<file path="src/rtl/core/fpa_div.sv">
// Pipelined restoring divider: a group of quotient bits per stage.
module fpa_div #(
  parameter int VALUE_WIDTH = 32,
  parameter int FRAC_BITS   = 8,
  parameter int STAGES      = 6
) (
  input  logic                   clk,
  input  logic                   en,
  input  logic [VALUE_WIDTH-1:0] a,
  input  logic [VALUE_WIDTH-1:0] b,
  output logic [VALUE_WIDTH-1:0] q
);
  localparam int W   = VALUE_WIDTH;
  localparam int NW  = W + FRAC_BITS;
  localparam int BPS = (NW + STAGES - 1) / STAGES;
  localparam int TOT = BPS * STAGES;
  localparam int RW  = W + 1;

  // Per stage registered state: remaining dividend bits, remainder, quotient
  logic [TOT-1:0] num_s [STAGES+1];
  logic [RW-1:0]  rem_s [STAGES+1];
  logic [TOT-1:0] quo_s [STAGES+1];
  logic [W-1:0]   den_s [STAGES+1];
  logic           neg_s [STAGES+1];

  logic [W-1:0] mag_a, mag_b;
  assign mag_a = a[W-1] ? (~a + 1'b1) : a;
  assign mag_b = b[W-1] ? (~b + 1'b1) : b;

  // Stage entry values
  always_comb begin
    num_s[0] = TOT'({mag_a, {FRAC_BITS{1'b0}}});
    rem_s[0] = '0;
    quo_s[0] = '0;
    den_s[0] = mag_b;
    neg_s[0] = a[W-1] ^ b[W-1];
  end

  for (genvar s = 0; s < STAGES; s++) begin : g_stage
    logic [TOT-1:0] num_c, quo_c;
    logic [RW-1:0]  rem_c;
    logic [RW:0]    trial;
    always_comb begin
      num_c = num_s[s];
      rem_c = rem_s[s];
      quo_c = quo_s[s];
      for (int i = 0; i < BPS; i++) begin
        trial = {rem_c, num_c[TOT-1]} - {2'b00, den_s[s]};
        num_c = num_c << 1;
        if (!trial[RW]) begin
          rem_c = trial[RW-1:0];
          quo_c = {quo_c[TOT-2:0], 1'b1};
        end else begin
          rem_c = {rem_c[RW-2:0], num_s[s][TOT-1-i]};
          quo_c = {quo_c[TOT-2:0], 1'b0};
        end
      end
    end
    // Advance one stage
    always_ff @(posedge clk) begin
      if (en) begin
        num_s[s+1] <= num_c;
        rem_s[s+1] <= rem_c;
        quo_s[s+1] <= quo_c;
        den_s[s+1] <= den_s[s];
        neg_s[s+1] <= neg_s[s];
      end
    end
  end

  assign q = neg_s[STAGES] ? W'(~quo_s[STAGES] + 1'b1) : W'(quo_s[STAGES]);
endmodule

</file>
<file path="config.mk">
export PLATFORM = sky130hd
export DESIGN_NAME = fpa_div
export DESIGN_NICKNAME = d
export VERILOG_FILES = /design/src/rtl/core/fpa_div.sv
export SDC_FILE = /design/constraint.sdc
export NUM_CORES = 2
export LEC_CHECK = 0
export ABC_AREA = 1
export BUFFER_PORTS_ARGS = -buffer_cell sky130_fd_sc_hd__buf_4
export CAP_MARGIN = 20
export CORE_ASPECT_RATIO = 0.6
export CORE_MARGIN = 2
export CORE_UTILIZATION = 25
export DETAILED_ROUTE_END_ITERATION = 8
export PLACE_DENSITY = 0.46
export SLEW_MARGIN = 10
export SYNTH_ARGS = -nofsm -noshare
export SYNTH_HDL_FRONTEND = slang
export SYNTH_SLANG_ARGS = --single-unit
</file>
<file path="constraint.sdc">
create_clock -name clk -period 65.7 [get_ports clk]
set_input_delay 13.14 -clock clk [delete_from_list [all_inputs] [get_ports clk]]
set_output_delay 13.14 -clock clk [all_outputs]
set_load 0.02 [all_outputs]
</file>
==> run metrics <==
status=finished, final reports clean; EDFF count, synth=487; WP depth=129; # rows=174; DRT iter0 DRCs=10715; combinational family with the most area after synthesis=simple AND/OR/NAND/NOR gates; core area=0.374 mm²; H-tree depth=3; FF-to-FF path depth=141; MaxCap Viol Count=0; Vias/cell=4.98; Crit path max-delay family=compound AO/OA/AOI/OAI gates; area grow syn2layout=9.49%; Worst slew margin=0.0496; fin crit period=38.68 ns; largest net degree at the start of global routing=113; Die Wd=794 µm; Syn Area/Cell=6.56 µm²; Setup Viol. Count Final=0; # IOs=98; Crit path top cell by count=nand2_1; CTS buffer count=68; register-to-register setup slack=33.04 ns; CP endpoint kind=flip-flop; post-synthesis xor/xnor area fraction=0.115; cell area after synthesis=0.0937 mm²; Tightest Pin Transition=1.42 ns; Reg clk slew, reported paths=0.07 ns; sequential area share after synthesis=0.156; CTS Sinks=487; synth unique cells=74; Compound-Gate Fraction of Synth Area=0.213; DP HPWL=336000 µm; synth top area cells=ha_1, edfxtp_1, nand2_1, a21oi_1, o21ai_0; area share of the largest cell type after synthesis=0.175; DR pass1 iterations=8; Final period util=0.589; CP bufs+invs=17; final hold vios=0; Yosys reg bits=487; Slowest cell on crit path=o41ai_1; Synth top cells by count=nand2_1, a21oi_1, inv_1; required time worst endpoint=66.14 ns; r2r startpoint=den_s[166]; CP Class=in -> reg; end of the critical path=rem_s[186]; reg2reg end=rem_s[164]; drt wl/cell=20.1 µm; Async SR Flop Fraction=0; grt ovf=0; Clock Skews=0.0852 ns; crit path DAT=39.12 ns; CP startpoint kind=input port; most frequent cell after synthesis=nand2_1; simple-gate share of the synthesized area=0.258; global-route wire length before repair=575000 µm; proportion of synthesized area in mux cells=0.000481; cells after synthesis=14267; postcts setup bufs=0; vias in the first global route=85075; Starting Density=0.251; deepest clock path buffer count=3; share of layout cells above drive strength 1=0.0427; Resized cells post-CTS=0; post-route ant nets=0; Tot GR Track Use=0.198; fmax=25.9 MHz; initial antenna violation count=22; setup TNS=0 ns; Hold Crit Class=reg -> reg; PortBufs=97; Routability Congestion=0.993; Worst path max stage delay=0.90 ns; cell taking the most area after synthesis=ha_1; Synth Area in Adders=0.182; Post-CTS Hold Fix Bufs=0; RSZ-0062 raised after global routing=false; Max FO, Critical Path=51; Synth Flop Type=edfxtp_1; chip height=478 µm; YS warnings=0; final wirelength=389000 µm; root buffer cell=clkbuf_16; CTS tree=yes; # DRC=0; Post-layout nets=15692; Die Area=0.380 mm²; DR vias=96498; insertion delay to the later sink of the worst-skew pair=0.76 ns; crit path launch=b[0]; Max Slew Vio Count=0
## cell usage in the layout, fill, tap and decap left out, types with 68 or more instances in the layout
cell / count
o21ai_1: 152
xor2_1: 628
nand3_1: 660
xnor2_1: 605
o21ai_0: 1348
nor2_1: 948
a21oi_1: 1588
a21boi_0: 72
nand2_1: 3610
ha_1: 1307
nor3_1: 106
inv_1: 1424
a21o_1: 76
clkbuf_16: 68
a31oi_1: 106
o21bai_1: 73
buf_4: 201
edfxtp_1: 487
nand4_1: 116
nand2_2: 94
## state kept, by name (all words and copies together), names as in the netlist
| register | count |
|---|---|
| den_s | 160 |
| g_stage.num_c | 39 |
| neg_s | 6 |
| num_s | 27 |
| quo_s | 90 |
| rem_s | 165 |
## per-stage QoR
step | setup slack, ns | hold slack [ns] | cell area (µm²) | util | cells
floorplan | 33.96 | 0.400 | 93700 | - | 14281
global placement | 26.44 | 0.402 | 100000 | 0.268 | 19228
detailed placement | 26.80 | 0.405 | 100000 | 0.268 | 19228
CTS | 27.44 | 0.415 | 103000 | 0.274 | 19351
global route | 24.33 | 0.419 | 103000 | 0.274 | 19357
finish | 27.02 | 0.409 | 103000 | 0.274 | 19361
## cell type report
class / count / area, µm²
Clock inverter: 45 / 647
Clock buffer: 78 / 1740
Timing Repair Buffer: 203 / 1540
Sequential cell: 487 / 14600
Tap cell: 5016 / 6280
Multi-Input combinational cell: 12036 / 72100
Antenna cell: 8 / 20.0
Fill cell: 41758 / 271000
Inverter: 1488 / 5600
## routing by layer
layer  routed length, µm  vias up  GRT usage  part of all wire
met4                2660        6     0.0152            0.0068
met3               49800      133     0.0725              0.13
met5                 340        -    0.00589           0.00087
met1              226000    43688      0.353              0.58
met2              110000     3741      0.204              0.28
li1                    -    48930          -                 -
## logic make-up after synthesis
| family | after synthesis |
|---|---|
| adders and majority gates | 1342 |
| and+or+nand+nor | 5760 |
| DFF | 487 |
| buffers and inverters | 1758 |
| other | 1 |
| AOI/OAI and AO/OA | 3682 |
| muxes | 4 |
| xor gates and xnor gates | 1233 |
## worst min-delay path by stage
stage | startpoint | to | slack [ns] | cells past startpoint
after CTS | quo_s[135] | quo_s[100] | 0.41 | 0
after global routing | g_stage[2].num_c[32] | g_stage[3].num_c[39] | 0.42 | 0
after global placement | quo_s[128] | quo_s[93] | 0.40 | 0
after floorplan | g_stage[1].num_c[22] | g_stage[2].num_c[29] | 0.40 | 0
final | quo_s[135] | quo_s[100] | 0.41 | 0
after detailed placement | g_stage[2].num_c[32] | g_stage[3].num_c[39] | 0.41 | 0
Power is left out: the tool's default activity adds up to more than one toggle a clock period on the data nets, which glitch-free logic cannot reach.
