**config.mk**
```make
export PLATFORM = sky130hd
export DESIGN_NAME = fpa_mul
export DESIGN_NICKNAME = d
export VERILOG_FILES = /design/src/rtl/core/fpa_mul.sv
export SDC_FILE = /design/constraint.sdc
export NUM_CORES = 2
export LEC_CHECK = 0
export BUFFER_PORTS_ARGS = -buffer_cell sky130_fd_sc_hd__buf_2
export CAP_MARGIN = 20
export CORE_AREA = 2 2 228 230
export CTS_BUF_LIST = sky130_fd_sc_hd__clkbuf_8 sky130_fd_sc_hd__clkbuf_16
export DETAILED_ROUTE_END_ITERATION = 10
export DIE_AREA = 0 0 230 232
export GPL_ROUTABILITY_DRIVEN = 0
export GPL_TIMING_DRIVEN = 0
export PLACE_DENSITY = 0.78
export RECOVER_POWER = 50
export SLEW_MARGIN = 20
export SYNTH_ARGS = -nofsm -noshare
export SYNTH_HDL_FRONTEND = slang
export SYNTH_SLANG_ARGS = --single-unit
```
**constraint.sdc**
```tcl
create_clock -name clk -period 8.8 [get_ports clk]
set_clock_uncertainty 0.1 [all_clocks]
set_input_delay 1.32 -clock clk [delete_from_list [all_inputs] [get_ports clk]]
set_output_delay 1.32 -clock clk [all_outputs]
set_load 0.05 [all_outputs]
```
**src/rtl/core/fpa_mul.sv**
```systemverilog
// Pipelined multiplier: magnitude product from 16-bit operand halves, then scale.
module fpa_mul #(
  parameter int VALUE_WIDTH = 32,
  parameter int FRAC_BITS   = 8
) (
  input  logic                   clk,
  input  logic                   en,
  input  logic [VALUE_WIDTH-1:0] a,
  input  logic [VALUE_WIDTH-1:0] b,
  output logic [VALUE_WIDTH-1:0] p
);
  localparam int W  = VALUE_WIDTH;
  localparam int HW = (W + 1) / 2;
  localparam int PW = 2 * W;

  logic [W-1:0]    mag_a, mag_b;
  logic [2*HW-1:0] ll, lh, hl, hh;
  logic            neg_1;
  logic [PW-1:0]   prod;
  logic            neg_2;
  logic [PW-1:0]   sum;
  logic [PW-1:0]   scaled;

  // Take operand magnitudes
  assign mag_a = a[W-1] ? (~a + 1'b1) : a;
  assign mag_b = b[W-1] ? (~b + 1'b1) : b;

  // Stage 0: form four partial products of the half-width operand pieces
  always_ff @(posedge clk) begin
    if (en) begin
      neg_1 <= a[W-1] ^ b[W-1];
      ll <= HW'(mag_a) * HW'(mag_b);
      lh <= HW'(mag_a) * HW'(mag_b >> HW);
      hl <= HW'(mag_a >> HW) * HW'(mag_b);
      hh <= HW'(mag_a >> HW) * HW'(mag_b >> HW);
    end
  end

  // Stage 1: sum partial products
  assign sum = PW'(ll) + (PW'(lh) << HW) + (PW'(hl) << HW) + (PW'(hh) << (2 * HW));
  always_ff @(posedge clk) begin
    if (en) begin
      prod  <= sum;
      neg_2 <= neg_1;
    end
  end

  // Stage 2: scale, restore sign, wrap
  assign scaled = prod >> FRAC_BITS;
  always_ff @(posedge clk) begin
    if (en) begin
      p <= neg_2 ? W'(~scaled + 1'b1) : W'(scaled);
    end
  end
endmodule

```
==> results.txt <==
----------------------------------------------------
[Worst setup path]
  Most common cell on crit path ... sky130_fd_sc_hd__fa_1
  Reg-to-reg setup timing slack ... ~4.9 ns
  Worst Path Class, Setup ... in -> reg
  Startpoint of the worst register-to-register path ... ll[17]$_DFFE_PP_
  Number of buffer and inverter stages on the critical path ... 5
  Crit path depth ... 27
  Critical path startpoint category ... primary input
  Element type at the critical path end ... register
  Worst stage delay on the critical path ... 1.03 ns
  Required time of the critical path ... around 8.9 ns
  Critical Path Fanout Max ... 6
  Critical Path Start ... b[12]
  Worst flop-to-flop path endpoint ... prod[37]$_DFFE_PP_
  Critical Path Slowest Stage Cell ... sky130_fd_sc_hd__xnor2_1
  Worst endpoint data arrival time ... 9.24 ns
  Register-to-Register Path Depth ... 13
  Cell type group with the largest total delay on the critical path ... adder cells

[Synthesis]
  Synthesized flop and latch total ... 146
  Number of enable flip-flop cells after synthesis ... roughly 150
  Share of synthesized area occupied by flip-flops and latches ... between 10% and 20%
  Summed instance area of the synthesized netlist ... ~30000 um^2
  Most frequently used flop master after synthesis ... sky130_fd_sc_hd__edfxtp_1
  Fraction of registers with async set or reset after synthesis ... 0%
  Gate count of the mapped netlist ... 3279
  Post-synth cell types ... between 70 and 80
  Synthesized netlist net count ... around 4200
  Post-synthesis area per instance ... roughly 9.3 um^2
  Yosys warns ... 0

[Clocking]
  Htree depth ... 4
  Total clock sinks ... between 100 and 150
  Hold Buf Count CTS ... 0
  Clk slew on worst S/H paths ... 0.06 ns
  Maximum number of buffers from clock root to sink ... 2
  Clk Latency, worst-skew pair ... roughly 0.43 ns
  Clock Tree Root ... sky130_fd_sc_hd__clkbuf_16
  Clock tree from TritonCTS ... yes
  TritonCTS Buffers ... 17

[Run status]
  Run status ... finished, violations left
  Violated checks ... capacitance limit, slew limit, setup timing

[Routing]
  Routed wl met2 ... about 43000 um
  Uppermost routed layer ... met5
  Vias per cell ... 6.042
  Via count ... approximately 25000
  Detailed-route DRC error count ... 0
  Number of DRC markers in iteration 0 ... slightly below 3000
  Detail Route Antenna Nets ... 0
  Routed wire length on met3 ... 13510 um
  Drt first pass iters ... 6
  Total wirelength of the detailed-routed design ... between 90000 and 100000 um
  Met1 wire length ... roughly 32000 um
  WL/cell ... around 24 um

[Timing]
  Fin crit share ... 104.4%
  Setup repair after global routing missed its margin ... yes
  Transition time at the pin with the least slew margin ... between 5 and 6 ns
  Final number of setup-violating endpoints ... 6
  Post-layout worst setup margin ... -0.3834 ns
  Time the final worst path needs with I/O delays and setup ... 9.183 ns
  Worst max-slew margin expressed relative to the limit ... -247.5%
  FMAX ... 108.9 MHz
  Final Hold Vio Count ... 0
  Count of pins over their slew limit ... 149

[Finish]
  Most common cell after layout, fill and taps aside ... sky130_fd_sc_hd__inv_1
  Fin util ... between 60 and 70%
  Nets@finish ... around 4400
  Commonest cells after routing, fill and taps aside ... sky130_fd_sc_hd__inv_1 (674), sky130_fd_sc_hd__fa_1 (559), sky130_fd_sc_hd__nand2_1 (450)
  Fraction of final layout cells with drive strength greater than 1 ... 14.35%
  Layout overhead on the synthesized area ... 15.32%

[Global route]
  Total global-route track usage ... between 30% and 40%
  Wire length of the first global-routing pass ... around 140000 um
  Via count of the first global-routing pass ... between 20000 and 30000
  Maximum number of pins on one net before global-route repair ... approximately 110
  Number of antenna violations at the first check in global routing ... 8
  Final global-route overflow total ... 0

[Worst hold path]
  Critical hold path startpoint ... ll[12]$_DFFE_PP_
  Hold-critical path endpoint ... prod[12]$_DFFE_PP_
  Hold WC Path Type ... reg -> reg
  Worst hold path stage count ... 0

[Floorplan]
  Chip height ... around 230 um
  Core Box Area ... between 50000 and 60000 um^2
  Ports ... between 90 and 100
  Die ar. ... between 50000 and 60000 um^2
  Initial cell density of the core ... roughly three fifths
  Standard-cell row count ... 83
  Die W ... about 230 um

[Placement]
  Estimated wirelength of the detail-placed design ... 72150 um
  Port-buffer cells ... 95

[Run]
  Max-cap viol count ... 2

----------------------------------------------------
[worst reg2reg max path: stages (launching register included)]
cell	delay, ns
sky130_fd_sc_hd__edfxtp_1	0.40
sky130_fd_sc_hd__fa_1	0.55
sky130_fd_sc_hd__ha_1	0.16
sky130_fd_sc_hd__inv_1	0.06
sky130_fd_sc_hd__fa_1	0.46
sky130_fd_sc_hd__nor2b_1	0.11
sky130_fd_sc_hd__o21ai_0	0.10
sky130_fd_sc_hd__a21boi_0	0.26
sky130_fd_sc_hd__o21ai_0	0.15
sky130_fd_sc_hd__a21oi_1	0.22
sky130_fd_sc_hd__o21ai_0	0.15
sky130_fd_sc_hd__a31oi_1	0.36
sky130_fd_sc_hd__a221o_1	0.33
sky130_fd_sc_hd__o311ai_0	0.17
[metrics by stage]
stage                     area, um^2  worst slack (ns)   TNS, ns  hold WS (ns)  instances
final                          35010           -0.3834    -1.188        0.3191       4188
after detailed placement       31880            -2.961    -75.83        0.3045       4057
after global routing           35010           -0.4672    -2.266        0.3305       4188
after global placement         31710            -2.863    -75.71        0.3031       4054
after floorplan                30390          -0.02300  -0.02300        0.3003       3279
after CTS                      33880           -0.1355   -0.4587        0.3195       4135
[per-layer routing]
layer / track usage [%] / vias up
met3: 10.36 / 744
met4: 23.08 / 12
li1: - / 10428
met5: 0.8272 / -
met2: 56.10 / 2022
met1: 41.20 / 12096
[state kept, by name (all words and copies together) (netlist names)]
| register | count |
|---|---|
| lh | 24 |
| ll | 24 |
| hh | 8 |
| hl | 24 |
| neg_1 | 1 |
| p | 32 |
| prod | 32 |
| neg_2 | 1 |
[logic make-up (layout without fill, tap and decap cells)]
group / count (synthesis) / after routing / share of synthesized area (%)
DFF: 146 / 146 / 14.44
xor gates and xnor gates: 262 / 262 / 7.727
other: 0 / 2 / 0
AOI/OAI and AO/OA: 247 / 247 / 5.518
muxes: 4 / 4 / 0.1319
and+or+nand+nor: 995 / 995 / 13.74
adders and majority gates: 845 / 845 / 48.79
buffers and inverters: 780 / 1007 / 9.647
[cell type report]
| type | count | area (um^2) |
|---|---|---|
| diodes | 2 | 5.005 |
| plain buffers | 97 | 720.7 |
| clock buffers | 17 | 425.4 |
| clock inverters | 15 | 143.9 |
| fillers | 3614 | 15870 |
| inverters | 682 | 2569 |
| multi-input cells | 2353 | 24590 |
| flip-flops and latches | 146 | 4384 |
| well taps | 680 | 850.8 |
| repair buffers | 196 | 1319 |
[cells in the mapped netlist (all sizes together) (20+ instances only)]
master  count  area (um^2)
a21o       28        210.2
a21oi      46        230.2
clkbuf     96        360.4
edfxtp    146         4384
fa        565        11310
ha        280         3503
inv       682         2560
nand2     459         1725
nor2      392         1481
nor3       28        145.1
o21ai      72        360.4
o31ai      20        155.1
xnor2     187         1653
xor2       74        670.7
[how the worst max path moves through the flow]
stage | slack [ns] | end
finish | -0.38 | lh[22]$_DFFE_PP_
global route | -0.47 | lh[22]$_DFFE_PP_
CTS | -0.14 | lh[22]$_DFFE_PP_
detailed placement | -2.96 | lh[22]$_DFFE_PP_
global placement | -2.86 | lh[22]$_DFFE_PP_
floorplan | -0.02 | lh[23]$_DFFE_PP_
[timing repair]
action	in CTS	in global routing
gates resized for setup	231	214
setup endpoints to repair	45	27
gates cloned	0	0
setup buffers	47	51
pin swaps	40	65
Power is left out: the tool's default activity adds up to more than one toggle a clock period on the data nets, which glitch-free logic cannot reach.
